`config.mk`:
```
export PLATFORM = sky130hd
export DESIGN_NAME = seven_segment_scan_controller
export DESIGN_NICKNAME = d
export VERILOG_FILES = /design/src/hdl/ssc_pkg.sv /design/src/hdl/ssc_ram.sv /design/src/hdl/ssc_ctrl.sv /design/src/hdl/ssc_datapath.sv /design/src/hdl/seven_segment_scan_controller.sv
export SDC_FILE = /design/constraint.sdc
export NUM_CORES = 1
export LEC_CHECK = 0
export ABC_CLOCK_PERIOD_IN_PS = 5500
export BUFFER_PORTS_ARGS = -buffer_cell sky130_fd_sc_hd__buf_2
export CAP_MARGIN = 20
export CORE_MARGIN = 4
export CORE_UTILIZATION = 50
export CTS_CLUSTER_SIZE = 25
export DETAILED_ROUTE_END_ITERATION = 10
export PLACE_DENSITY = 0.72
export SETUP_SLACK_MARGIN = 0.3
export SYNTH_ARGS = -nofsm -noshare
export SYNTH_HDL_FRONTEND = slang
export SYNTH_SLANG_ARGS = --single-unit
```
`constraint.sdc`:
```
create_clock -name clk -period 5.5 [get_ports clk]
set_input_delay 1.1 -clock clk [delete_from_list [all_inputs] [get_ports clk]]
set_output_delay 1.1 -clock clk [all_outputs]
set_load 0.03 [all_outputs]
```
`src/hdl/ssc_pkg.sv`:
```
`default_nettype none

package ssc_pkg;

  // Request codes on in_req_type
  localparam logic [2:0] REQ_SCAN   = 3'd0;
  localparam logic [2:0] REQ_SCROLL = 3'd1;
  localparam logic [2:0] REQ_BLINK  = 3'd2;
  localparam logic [2:0] REQ_LOAD   = 3'd3;
  localparam logic [2:0] REQ_START  = 3'd4;
  localparam logic [2:0] REQ_EMPTY  = 3'd5;

  // Display modes
  localparam logic [1:0] MODE_CLEAR  = 2'd0;
  localparam logic [1:0] MODE_SCROLL = 2'd1;
  localparam logic [1:0] MODE_BLINK  = 2'd2;
  localparam logic [1:0] MODE_STATIC = 2'd3;

  // Configuration register indexes
  localparam logic [1:0] CFG_MODE      = 2'd0;
  localparam logic [1:0] CFG_MASK      = 2'd1;
  localparam logic [1:0] CFG_SHOW_LAST = 2'd2;

  localparam int CODE_W     = 6;
  localparam int TABLE_SIZE = 39;

  localparam logic [7:0] SEG_TABLE [TABLE_SIZE] = '{
    8'h3F, 8'h06, 8'h5B, 8'h4F, 8'h66, 8'h6D, 8'h7D, 8'h07, 8'h7F, 8'h67,
    8'h40, 8'h08, 8'h80, 8'h00,
    8'h77, 8'h5F, 8'h39, 8'h5E, 8'h79, 8'h7B, 8'h71, 8'h7D, 8'h6F, 8'h76, 8'h74,
    8'h06, 8'h1F, 8'h1E, 8'h06, 8'h38, 8'h37, 8'h3F, 8'h73, 8'hBF, 8'h33, 8'h6D,
    8'h3E, 8'h75, 8'h6E
  };

  typedef enum logic [0:0] {
    ST_IDLE,
    ST_READ
  } state_t;

  // Commands from the controller to the datapath
  typedef struct packed {
    logic scan_issue;
    logic scan_finish;
    logic scroll_tick;
    logic blink_tick;
    logic load_char;
    logic set_start;
    logic empty_load;
  } cmd_t;

  // Segment pattern of a character code; unknown codes are dark
  function automatic logic [7:0] seg_of(input logic [CODE_W-1:0] code);
    logic [7:0] segs;
    segs = 8'h00;
    if (int'(code) < TABLE_SIZE) begin
      segs = SEG_TABLE[code];
    end
    return segs;
  endfunction

endpackage

`default_nettype wire

```
`src/hdl/ssc_ram.sv`:
```
`default_nettype none

module ssc_ram #(
  parameter int WIDTH = 8,
  parameter int DEPTH = 16
) (
  input  wire logic                     clk,
  input  wire logic                     we,
  input  wire logic [$clog2(DEPTH)-1:0] waddr,
  input  wire logic [WIDTH-1:0]         wdata,
  input  wire logic [$clog2(DEPTH)-1:0] raddr,
  output logic      [WIDTH-1:0]         rdata
);

  logic [WIDTH-1:0] mem [DEPTH];

  // Write port and registered read port
  always_ff @(posedge clk) begin
    if (we) begin
      mem[waddr] <= wdata;
    end
    rdata <= mem[raddr];
  end

endmodule

`default_nettype wire

```
`src/hdl/ssc_ctrl.sv`:
```
`default_nettype none

module ssc_ctrl (
  input  wire logic         clk,
  input  wire logic         rst_n,
  input  wire logic         start,
  input  wire logic [2:0]   in_req_type,
  output logic              busy,
  output ssc_pkg::cmd_t     cmd
);

  ssc_pkg::state_t state_r, state_nxt;

  // State register
  always_ff @(posedge clk) begin
    if (!rst_n) begin
      state_r <= ssc_pkg::ST_IDLE;
    end else begin
      state_r <= state_nxt;
    end
  end

  // Decode accepted requests; a scan waits in the read state for the store read
  always_comb begin
    state_nxt = state_r;
    cmd       = '0;
    case (state_r)
      ssc_pkg::ST_IDLE: begin
        if (start) begin
          case (in_req_type)
            ssc_pkg::REQ_SCAN: begin
              cmd.scan_issue = 1'b1;
              state_nxt      = ssc_pkg::ST_READ;
            end
            ssc_pkg::REQ_SCROLL: cmd.scroll_tick = 1'b1;
            ssc_pkg::REQ_BLINK:  cmd.blink_tick  = 1'b1;
            ssc_pkg::REQ_LOAD:   cmd.load_char   = 1'b1;
            ssc_pkg::REQ_START:  cmd.set_start   = 1'b1;
            ssc_pkg::REQ_EMPTY:  cmd.empty_load  = 1'b1;
            default: ;
          endcase
        end
      end
      ssc_pkg::ST_READ: begin
        cmd.scan_finish = 1'b1;
        state_nxt       = ssc_pkg::ST_IDLE;
      end
      default: state_nxt = ssc_pkg::ST_IDLE;
    endcase
  end

  assign busy = (state_r == ssc_pkg::ST_READ);

endmodule

`default_nettype wire

```
`src/hdl/ssc_datapath.sv`:
```
`default_nettype none

module ssc_datapath #(
  parameter int DIGIT_COUNT = 4,
  parameter int STORE_DEPTH = 16
) (
  input  wire logic         clk,
  input  wire logic         rst_n,
  input  wire ssc_pkg::cmd_t cmd,
  input  wire logic [5:0]   in_char_code,
  input  wire logic         in_first_char,
  input  wire logic         in_last_char,
  input  wire logic [3:0]   in_start_index,
  input  wire logic         cfg_we,
  input  wire logic [1:0]   cfg_addr,
  input  wire logic [3:0]   cfg_data,
  output logic              out_strobe,
  output logic [1:0]        out_digit_select,
  output logic [7:0]        out_segments
);

  localparam int LW  = $clog2(STORE_DEPTH + 1);
  localparam int WSW = $clog2(STORE_DEPTH);
  localparam int AW  = $clog2(STORE_DEPTH);
  localparam int IW  = LW + 1;
  localparam int DW  = ($clog2(DIGIT_COUNT) < 2) ? 2 : $clog2(DIGIT_COUNT);
  // Largest quotient of scroll position plus digit over the scroll modulus
  localparam int QMAX = (STORE_DEPTH + DIGIT_COUNT - 1) / (DIGIT_COUNT + 2);
  localparam int QW   = $clog2(QMAX + 1);
  localparam int RW   = IW + QW;

  logic [LW-1:0]  len_r, len_nxt;
  logic [WSW-1:0] ws_r, ws_nxt;
  logic [LW-1:0]  pos_r, pos_nxt;
  logic [DW-1:0]  digit_r, digit_nxt;
  logic           phase_r, phase_nxt;
  logic [1:0]     mode_r, mode_nxt;
  logic [3:0]     mask_r, mask_nxt;
  logic           show_last_r, show_last_nxt;
  logic           blank_r, blank_nxt;
  logic [1:0]     dsel_r, dsel_nxt;
  logic           strobe_r, strobe_nxt;
  logic [7:0]     segs_r, segs_nxt;

  logic           ram_we;
  logic [AW-1:0]  ram_waddr;
  logic [AW-1:0]  ram_raddr;
  logic [5:0]     ram_rdata;
  logic [IW-1:0]  idx;
  logic [RW-1:0]  sum;
  logic [RW-1:0]  modulus;
  logic [LW-1:0]  len_load;

  // Window on the last characters of a message of a given length
  function automatic logic [WSW-1:0] last_window(input logic [LW-1:0] len);
    logic [WSW-1:0] ws;
    ws = '0;
    if (int'(len) > DIGIT_COUNT) begin
      ws = WSW'(int'(len) - DIGIT_COUNT);
    end
    return ws;
  endfunction

  ssc_ram #(
    .WIDTH (ssc_pkg::CODE_W),
    .DEPTH (STORE_DEPTH)
  ) u_store (
    .clk   (clk),
    .we    (ram_we),
    .waddr (ram_waddr),
    .wdata (in_char_code),
    .raddr (ram_raddr),
    .rdata (ram_rdata)
  );

  // Store index of the scanned digit; reduce the scroll sum by shifted moduli
  always_comb begin
    modulus = RW'(len_r) + RW'(1);
    sum     = RW'(pos_r) + RW'(digit_r);
    for (int k = QW - 1; k >= 0; k--) begin
      if (sum >= (modulus << k)) begin
        sum = sum - (modulus << k);
      end
    end
    if (mode_r == ssc_pkg::MODE_SCROLL) begin
      idx = (int'(len_r) <= DIGIT_COUNT) ? IW'(digit_r) : IW'(sum);
    end else begin
      idx = IW'(ws_r) + IW'(digit_r);
    end
  end

  assign ram_raddr = idx[AW-1:0];

  // Length after a possible new-message clear
  assign len_load = in_first_char ? '0 : len_r;
  assign ram_we   = cmd.load_char && (int'(len_load) < STORE_DEPTH);
  assign ram_waddr = len_load[AW-1:0];

  // Next state of the display registers
  always_comb begin
    len_nxt       = len_r;
    ws_nxt        = ws_r;
    pos_nxt       = pos_r;
    digit_nxt     = digit_r;
    phase_nxt     = phase_r;
    mode_nxt      = mode_r;
    mask_nxt      = mask_r;
    show_last_nxt = show_last_r;
    blank_nxt     = blank_r;
    dsel_nxt      = dsel_r;
    strobe_nxt    = 1'b0;
    segs_nxt      = segs_r;

    // Scan: latch the blanking decision, advance the digit; clear mode also empties the message
    if (cmd.scan_issue) begin
      dsel_nxt  = digit_r[1:0];
      blank_nxt = (idx >= IW'(len_r));
      if (mode_r == ssc_pkg::MODE_CLEAR) begin
        blank_nxt = 1'b1;
        len_nxt   = '0;
        ws_nxt    = '0;
      end else if (mode_r == ssc_pkg::MODE_BLINK && phase_r &&
                   int'(digit_r) < 4 && mask_r[digit_r[1:0]]) begin
        blank_nxt = 1'b1;
      end
      digit_nxt = (int'(digit_r) + 1 >= DIGIT_COUNT) ? '0 : digit_r + DW'(1);
    end

    // Scan finish: look up the character read from the store
    if (cmd.scan_finish) begin
      strobe_nxt = 1'b1;
      segs_nxt   = blank_r ? 8'h00 : ssc_pkg::seg_of(ram_rdata);
    end

    if (cmd.scroll_tick && mode_r == ssc_pkg::MODE_SCROLL) begin
      pos_nxt = (pos_r >= len_r) ? '0 : pos_r + LW'(1);
    end

    if (cmd.blink_tick && mode_r == ssc_pkg::MODE_BLINK) begin
      phase_nxt = ~phase_r;
    end

    // Load one character
    if (cmd.load_char) begin
      len_nxt = len_load;
      if (in_first_char) begin
        ws_nxt = '0;
      end
      if (int'(len_load) < STORE_DEPTH) begin
        len_nxt = len_load + LW'(1);
      end
      if (in_last_char && show_last_r) begin
        ws_nxt = last_window(len_nxt);
      end
    end

    if (cmd.set_start && int'(in_start_index) < STORE_DEPTH - DIGIT_COUNT) begin
      ws_nxt = WSW'(in_start_index);
    end

    if (cmd.empty_load) begin
      len_nxt = '0;
      ws_nxt  = '0;
    end

    // Register writes
    if (cfg_we) begin
      case (cfg_addr)
        ssc_pkg::CFG_MODE: begin
          mode_nxt = cfg_data[1:0];
          if (cfg_data[1:0] != mode_r) begin
            pos_nxt   = '0;
            phase_nxt = 1'b0;
          end
        end
        ssc_pkg::CFG_MASK: mask_nxt = cfg_data;
        ssc_pkg::CFG_SHOW_LAST: begin
          show_last_nxt = cfg_data[0];
          if (cfg_data[0]) begin
            ws_nxt = last_window(len_r);
          end
        end
        default: ;
      endcase
    end
  end

  // Control state
  always_ff @(posedge clk) begin
    if (!rst_n) begin
      len_r       <= '0;
      ws_r        <= '0;
      pos_r       <= '0;
      digit_r     <= '0;
      phase_r     <= 1'b0;
      mode_r      <= ssc_pkg::MODE_CLEAR;
      mask_r      <= '0;
      show_last_r <= 1'b0;
      strobe_r    <= 1'b0;
    end else begin
      len_r       <= len_nxt;
      ws_r        <= ws_nxt;
      pos_r       <= pos_nxt;
      digit_r     <= digit_nxt;
      phase_r     <= phase_nxt;
      mode_r      <= mode_nxt;
      mask_r      <= mask_nxt;
      show_last_r <= show_last_nxt;
      strobe_r    <= strobe_nxt;
    end
  end

  // Payload registers
  always_ff @(posedge clk) begin
    blank_r <= blank_nxt;
    dsel_r  <= dsel_nxt;
    segs_r  <= segs_nxt;
  end

  assign out_strobe       = strobe_r;
  assign out_digit_select = dsel_r;
  assign out_segments     = segs_r;

endmodule

`default_nettype wire

```
`src/hdl/seven_segment_scan_controller.sv`:
```
`default_nettype none

// Four-digit multiplexed seven-segment scan controller. Issue a request with
// start while busy is low. A scan tick (req_type 0) holds busy for one cycle
// while the character store is read and yields one result on out_strobe,
// registered after the read state; a scan waits on the registered read of the
// store RAM. All other requests complete in the cycle of their transfer, give
// no result and leave busy low. Results are shown for one cycle only and the
// receiver cannot stall them. Configuration writes are always ready and take
// effect in the cycle after the write. Stored characters past the message
// length read as blank through the length count, so reset needs no sweep of
// the store.
module seven_segment_scan_controller #(
  parameter int DIGIT_COUNT = 4,
  parameter int STORE_DEPTH = 16
) (
  input  wire logic       clk,
  input  wire logic       rst_n,
  input  wire logic       start,
  output logic            busy,
  input  wire logic [2:0] in_req_type,
  input  wire logic [5:0] in_char_code,
  input  wire logic       in_first_char,
  input  wire logic       in_last_char,
  input  wire logic [3:0] in_start_index,
  output logic            out_strobe,
  output logic [1:0]      out_digit_select,
  output logic [7:0]      out_segments,
  input  wire logic       cfg_valid,
  output logic            cfg_ready,
  input  wire logic [1:0] cfg_addr,
  input  wire logic [3:0] cfg_data
);

  ssc_pkg::cmd_t cmd;

  assign cfg_ready = 1'b1;

  ssc_ctrl u_ctrl (
    .clk         (clk),
    .rst_n       (rst_n),
    .start       (start),
    .in_req_type (in_req_type),
    .busy        (busy),
    .cmd         (cmd)
  );

  ssc_datapath #(
    .DIGIT_COUNT (DIGIT_COUNT),
    .STORE_DEPTH (STORE_DEPTH)
  ) u_datapath (
    .clk              (clk),
    .rst_n            (rst_n),
    .cmd              (cmd),
    .in_char_code     (in_char_code),
    .in_first_char    (in_first_char),
    .in_last_char     (in_last_char),
    .in_start_index   (in_start_index),
    .cfg_we           (cfg_valid && cfg_ready),
    .cfg_addr         (cfg_addr),
    .cfg_data         (cfg_data),
    .out_strobe       (out_strobe),
    .out_digit_select (out_digit_select),
    .out_segments     (out_segments)
  );

`ifndef SYNTHESIS
  // A scan transfer makes the block busy for its store read
  a_scan_busy: assert property (@(posedge clk) disable iff (!rst_n)
    start && !busy && in_req_type == ssc_pkg::REQ_SCAN |=> busy)
    else $error("scan transfer did not raise busy");

  // The busy phase lasts one cycle
  a_busy_short: assert property (@(posedge clk) disable iff (!rst_n)
    busy |=> !busy)
    else $error("busy held longer than one cycle");

  // Each result follows a busy cycle
  a_strobe_after_busy: assert property (@(posedge clk) disable iff (!rst_n)
    busy |=> out_strobe)
    else $error("scan finished without a result");

  // No result without a preceding scan
  a_strobe_source: assert property (@(posedge clk) disable iff (!rst_n)
    out_strobe |-> $past(busy) && !busy)
    else $error("result strobe without a scan");
`endif

endmodule

`default_nettype wire
```
### Yosys cells after proc, flatten, opt, wreduce, memory -nomap -nowiden

Memory sizes are Yosys's and may differ from the RTL's. A register that Yosys moved wholly into a read port is not among the register bits.
Index checks and enable logic that the tools add are counted.

| storage, ports and cells | value |
|---|---|
| register bits | 29 |
| bits in latches | 0 |
| memory bits (writable) | 96 |
| ROM bits | 512 |
| input port bits | 25 |
| output and inout bits | 13 |
| memories | 2 |

Memories:

| memory | words | width | read ports | clocked after memory_dff | wr ports | line | RTL |
|---|---|---|---|---|---|---|---|
| (no name shown) | 64 | 8 | 1 | 1 | 0 | ssc_pkg.sv:56 | `segs = SEG_TABLE[code];` |
| u_datapath.u_store.mem | 16 | 6 | 1 | 1 | 1 | ssc_ram.sv:15 | `logic [WIDTH-1:0] mem [DEPTH];` |

| cells by class | value |
|---|---|
| $add $sub $neg | 11 |
| $mul | 0 |
| divide/modulo/power cells | 0 |
| magnitude comparators | 12 |
| equal/unequal tests | 10 |
| shifts and indexed selects | 0 |
| multiplexer cells | 49 |
| bitwise logic cells | 5 |
| reductions and logical operators | 19 |

Operators by type and width:

| operator | count |
|---|---|
| two-way mux 5 bit | 13 |
| two-way mux 4 bit | 12 |
| greater-or-equal comparator 32 x 4 -> 1 bit (second input constant) | 1 |
| two-way mux 6 bit | 3 |
| two-way mux 1 bit | 17 |
| adder 5 x 1 -> 5 bit (second input constant) | 2 |
| greater-than comparator 5 x 3 -> 1 bit (second input constant) | 2 |
| greater-or-equal comparator 8 x 6 -> 1 bit | 1 |
| greater-or-equal comparator 8 bit | 1 |
| two-way mux 8 bit | 1 |
| AND reduction 2 bit | 4 |
| subtractor 4 x 3 -> 4 bit (second input constant) | 2 |
| subtractor 8 bit | 1 |
| logical AND 1 bit | 7 |
| inverter 6 -> 7 bit | 1 |
| adder 5 x 1 -> 6 bit (second input constant) | 1 |
| adder 5 x 2 -> 6 bit | 1 |
| equality test 3 x 2 -> 1 bit (second input constant) | 2 |
| equality test 3 bit (second input constant) | 2 |
| greater-or-equal comparator 6 x 5 -> 1 bit | 1 |
| < comparator 6 bit (second input constant) | 1 |
| OR reduction 2 bit | 3 |
| subtractor 6 bit | 1 |
| adder 4 x 2 -> 5 bit | 1 |
| 18 further kinds | 25 |

### Depth between registers and ports, before layout

| logic depth | value |
|---|---|
| depth after elaboration | 14 |
| mapped depth | 30 |

### Modules after synthesis

Synthesis repeated with hierarchy kept, for this count alone.

| second synthesis, totals | value |
|---|---|
| cells, all modules | 633 |
| area, all modules | 7564.8 um2 |

Modules (own cells, without submodules):

| module | instances | cells an instance | area an instance (um2) | sequential area each (um2) |
|---|---|---|---|---|
| ssc_ram | 1 | 178 | 3895.0 | 3002.9 |
| ssc_datapath | 1 | 439 | 3552.2 | 830.8 |
| ssc_ctrl | 1 | 14 | 106.4 | 20.0 |
| seven_segment_scan_controller | 1 | 2 | 11.3 | 0.0 |

### Least setup slack after synthesis

Ideal clock, no wire load.

| timing | value |
|---|---|
| path type | register -> register |
| start point | register u_datapath.digit_r[0] |
| end point | register u_datapath.blank_r, data pin |
| setup time | 281 ps |
| data arrival time | 5620 ps |
| required time | 5219 ps |
| slack | -402 ps |
| stages on the path, launching flop included | 30 |
| cell sequence | dfxtp_1 ha_1 fa_1 xor2_1 ha_1 nor2b_1 o31a_1 o2111ai_1 and3_1 buf_6 mux2i_1 inv_1 ha_1 nor2b_1 o21ai_0 a31oi_1 a311o_1 buf_6 mux2i_1 a21oi_2 buf_6 buf_6 ha_1 nand2b_1 a21oi_1 nor2b_1 o21ai_0 nand2b_1 a211oi_1 o21ai_0 |

| between the ends | value |
|---|---|
| longest elaborated chain between the ends | 8 |

Ends and longest elaborated chain:

| what | line | RTL |
|---|---|---|
| start, declared | ssc_datapath.sv:35 | `logic [DW-1:0] digit_r, digit_nxt;` |
| start signal, assigned | ssc_datapath.sv:204 | `digit_r <= digit_nxt;` |
| adder 5 x 2 -> 6 bit | ssc_datapath.sv:79 | `sum = RW'(pos_r) + RW'(digit_r);` |
| subtractor 8 bit or greater-or-equal comparator 8 bit (tied branches) | ssc_datapath.sv:82, ssc_datapath.sv:81 |  |
| two-way mux 8 bit | ssc_datapath.sv:81 | `if (sum >= (modulus << k)) begin` |
| greater-or-equal comparator 8 x 6 -> 1 bit or subtractor 6 bit (tied branches) | ssc_datapath.sv:81, ssc_datapath.sv:82 |  |
| two-way mux 6 bit | ssc_datapath.sv:81 |  |
| two-way mux 6 bit | ssc_datapath.sv:86 | `idx = (int'(len_r) <= DIGIT_COUNT) ? IW'(digit_r) : IW'(sum);` |
| two-way mux 6 bit | ssc_datapath.sv:85 | `if (mode_r == ssc_pkg::MODE_SCROLL) begin` |
| greater-or-equal comparator 6 x 5 -> 1 bit | ssc_datapath.sv:117 | `blank_nxt = (idx >= IW'(len_r));` |
| end signal, assigned | ssc_datapath.sv:215 | `blank_r <= blank_nxt;` |
| end, declared | ssc_datapath.sv:40 | `logic blank_r, blank_nxt;` |

Parallel ways exist; a longest one is shown, timed or not. The select of a mux whose other input is x is not followed.
A chain may end at the register's enable or synchronous reset.

### Worst setup path after layout

| timing | value |
|---|---|
| start point | register u_datapath.pos_r[0] |
| end point | register u_datapath.u_store.rdata[4], read port of u_datapath.u_store.mem |

| between the ends | value |
|---|---|
| longest elaborated chain between the ends | 7 |

Ends and longest elaborated chain:

| what | line | RTL |
|---|---|---|
| start, declared | ssc_datapath.sv:34 | `logic [LW-1:0] pos_r, pos_nxt;` |
| start signal, assigned | ssc_datapath.sv:203 | `pos_r <= pos_nxt;` |
| adder 5 x 2 -> 6 bit (*) | ssc_datapath.sv:79 |  |
| subtractor 8 bit or greater-or-equal comparator 8 bit (tied branches) | ssc_datapath.sv:82, ssc_datapath.sv:81 |  |
| two-way mux 8 bit (*) | ssc_datapath.sv:81 |  |
| greater-or-equal comparator 8 x 6 -> 1 bit or subtractor 6 bit (tied branches) | ssc_datapath.sv:81, ssc_datapath.sv:82 |  |
| two-way mux 6 bit (*) | ssc_datapath.sv:81 |  |
| two-way mux 6 bit (*) | ssc_datapath.sv:86 |  |
| two-way mux 6 bit (*) | ssc_datapath.sv:85 |  |
| end, declared | ssc_ram.sv:12 | `output logic [WIDTH-1:0] rdata` |

Mark *: on every way between the ends. The rest lies on a longest branch, timed or not.

==> flow_summary.toml <==
[routing]
drc = 0
drt_iter0_drc = 523
postRouteAntennaNets = 0
wirelength_mm = 18.0
vias = 5547
dr.pass1.iters = 5
wl_per_cell_um = 19.4
vias_per_cell = 5.98

[global_route]
grt_pass1_vias = 5319
grt_pass1_wl_mm = 28.5
antenna_found_initial = 0
track_usage_pct = 21.8
grt_max_degree = 37
overflow = 0

[timing]
rsz0062_at_grt = "yes"
finalHoldWorstSlack_ns = 0.492
final-setup-viol-count = 0
slew_viol_final = 0
fin_crit_sh_pct = 95.6
fmax_mhz = 190
slew-limit-headroom_pct = 39.5
hold_violations = 0
tightest_slew_ns = 0.898
fin_crit_ns = 5.26
fin_worst_skew_ns = 0.00990
tns_ns = 0

[floorplanning]
start_util_pct = 51.5
die_h_um = 131
dieArea_um2 = 17100
die_x_um = 131
rows = 44
core-area_um2 = 14600
ioPinCount = 38

[critical_path]
critPathKind = "register to register"
cp-startpoint = "u_datapath.pos_r[0]"
crit_arrival_ns = 5.56
end_kind = "register"
crit_required_ns = 5.80
reg2reg_from = "u_datapath.pos_r[0]"
reg2reg_depth = 24
path_max_fanout = 8
startpoint_type = "register"

[logic_synthesis]
synth_seq_area_share_pct = 51.1
ys_top_cells_by_area = "edfxtp_1 (43%), dfxtp_1 (8.5%), ha_1 (7.3%)"
synth_largest_area_cell = "edfxtp_1"
ys_types = 67
ys.flop_type = "edfxtp_1"
ys_ff_latch = 139
yosys_warnings = 0
synth-edff-count = 107
syn_inst = 667
netlist_area_um2 = 7540
syn_nets = 740
synth_area_per_cell_um2 = 11.3
synthArstFlopShare_pct = 0
yosysTopAreaCellShare_pct = 42.6

[final_layout]
insertedDiodeCount = 0
design_area_um2 = 9050
final_layout_size_suffix_gt1_share_pct = 22.2
fin_nets = 804
post-route-util_pct = 61.8
area_delta_synth_final_pct = 20.1

[run_status]
status = "complete, no violations"

[power_and_ir_drop]
power.density_nw_per_um2 = 287
p_leak_uw = 0.00361
power_uw = 2600
vdd_drop_max_mv = 0.271

[cts]
clk_path_buf_depth = 2
numCtsBuffers = 17
h-tree-depth = 4
clk_pin_slew_ns = 0.06
clockRootBuffer = "clkbuf_16"
clock_latency_ns = 0.42
cts_sinks = 139
cts_tree = "yes"

[min_path]
hold_path_class = "register to register"
whs_path_depth = 2
min_from = "u_datapath.show_last_r"

[place]
placed_area_um2 = 7980
dp_hpwl_mm = 11.9
place_congestion = 0.906
numPortBuffers = 36

[job]
drv_cap = 0
[final timing paths]
check / end / slack [ns]
worst max-delay path: u_datapath.u_store.rdata[4] / 0.24
worst min-delay path: u_datapath.show_last_r / 0.49
worst max register to register: u_datapath.u_store.rdata[4] / 0.24
worst min register to register: u_datapath.show_last_r / 0.49
[where the power goes]
part           total (uW)  switching [uW]  internal [uW]  leakage (uW)
sequential           1160            24.5           1140       0.00124
clock                1110             469            637      0.000284
combinational         331             174            157       0.00209
[per-stage QoR]
step	std cells	setup slack, ns
after floorplan	667	0.112
after global placement	873	0.182
after detailed placement	873	0.0411
after CTS	920	0.151
after global routing	928	0.0572
final	928	0.240
[placed cells by master, fill, tap and decap left out, types with 5 or more instances in the layout]
master	count
nand2_1	49
a21oi_1	37
a211oi_1	14
ha_1	39
buf_2	36
nand3_1	11
a221o_1	8
a211oi_2	6
nor3_1	6
nor2_1	72
o21ai_0	19
clkbuf_16	17
a21o_1	6
nand2b_1	8
buf_12	5
inv_1	24
xnor2_1	12
buf_4	26
mux2i_1	41
inv_6	7
a31oi_1	8
dfxtp_1	30
mux2_4	11
ha_4	5
nor2b_1	22
edfxtp_1	107
xor2_1	9
[cell families (layout without fill, tap and decap cells)]
kind of cell	count (synthesis)	count (layout)	share of synthesized area [%]
AOI/OAI and AO/OA	143	143	13.1
muxes	63	63	8.79
adders and majority gates	48	48	8.36
and+or+nand+nor	196	196	12.3
buffers and inverters	55	132	3.70
DFF	139	139	51.1
xor gates and xnor gates	22	22	2.56
other	1	1	0.0497
[layout make-up]
cell class                 count  area [um^2]
inverter                      27          101
timing repair buffer          73          608
clock buffer                  17          425
sequential                   139         3860
tap                          184          230
fill                        1126         5590
multi-input combinational    473         3680
clock inverter                15          149
[routing by layer]
layer | up-vias | routed length (um) | track usage (%)
met1 | 2727 | 7780 | 29.4
met4 | 0 | 284 | 6.78
met3 | 27 | 1020 | 4.15
met2 | 200 | 8900 | 35.9
li1 | 2593 | - | -
met5 | - | 0 | 0
[Yosys cell counts, types with 3 or more instances]
| cell type | number |
|---|---|
| nand4_1 | 4 |
| nor2b_1 | 23 |
| nand3b_1 | 3 |
| a31oi_1 | 8 |
| mux2_1 | 5 |
| and2_1 | 4 |
| inv_1 | 25 |
| a221o_1 | 8 |
| buf_6 | 8 |
| nand2_1 | 49 |
| nor2_1 | 73 |
| buf_2 | 4 |
| mux2i_1 | 46 |
| a21oi_1 | 39 |
| a211oi_2 | 5 |
| fa_1 | 4 |
| mux2_2 | 11 |
| xor2_1 | 10 |
| xnor2_1 | 12 |
| dfxtp_1 | 32 |
| a211oi_1 | 15 |
| o21ai_0 | 24 |
| a22oi_1 | 3 |
| a311oi_1 | 3 |
| nor3_1 | 6 |
| a21o_1 | 6 |
| nand3_1 | 11 |
| edfxtp_1 | 107 |
| nand2b_1 | 9 |
| clkbuf_1 | 13 |
| ha_1 | 44 |
| o22ai_1 | 9 |
[critical path, stage by stage, from the launching register on]
cell and delay (ns):
dfxtp_4 0.36, ha_4 0.16, fa_2 0.36, xor2_2 0.17, ha_1 0.31, and3b_1 0.21, o31a_1 0.25, o2111ai_2 0.17
and3_4 0.24, mux2i_1 0.20, inv_1 0.11, ha_4 0.27, nor2b_4 0.13, o21ai_2 0.14, a31oi_1 0.10, a311o_2 0.39
mux2i_4 0.22, a21oi_4 0.17, buf_12 0.15, buf_12 0.12, buf_16 0.14, mux2i_2 0.21, mux2_4 0.17, o22ai_2 0.08
a221o_1 0.32
[flip-flops by register name, indices dropped and copies added (netlist names), 2 cells and up]
name and flops:
u_datapath.digit_r 2, u_datapath.len_r 5, u_datapath.mask_r 4, u_datapath.mode_r 2, u_datapath.out_digit_select 2, u_datapath.out_segments 8
u_datapath.pos_r 5, u_datapath.u_store.mem 96, u_datapath.u_store.rdata 6, u_datapath.ws_r 4
[what timing repair did]
action | CTS | global route
gates cloned | 4 | 0
gates resized for setup | 35 | 17
pin swaps | 16 | 15
setup buffers | 11 | 8
hold buffers | 0 | 0
setup endpoints to repair | 7 | 7
Note: power is estimated with default switching activity, not from simulation.
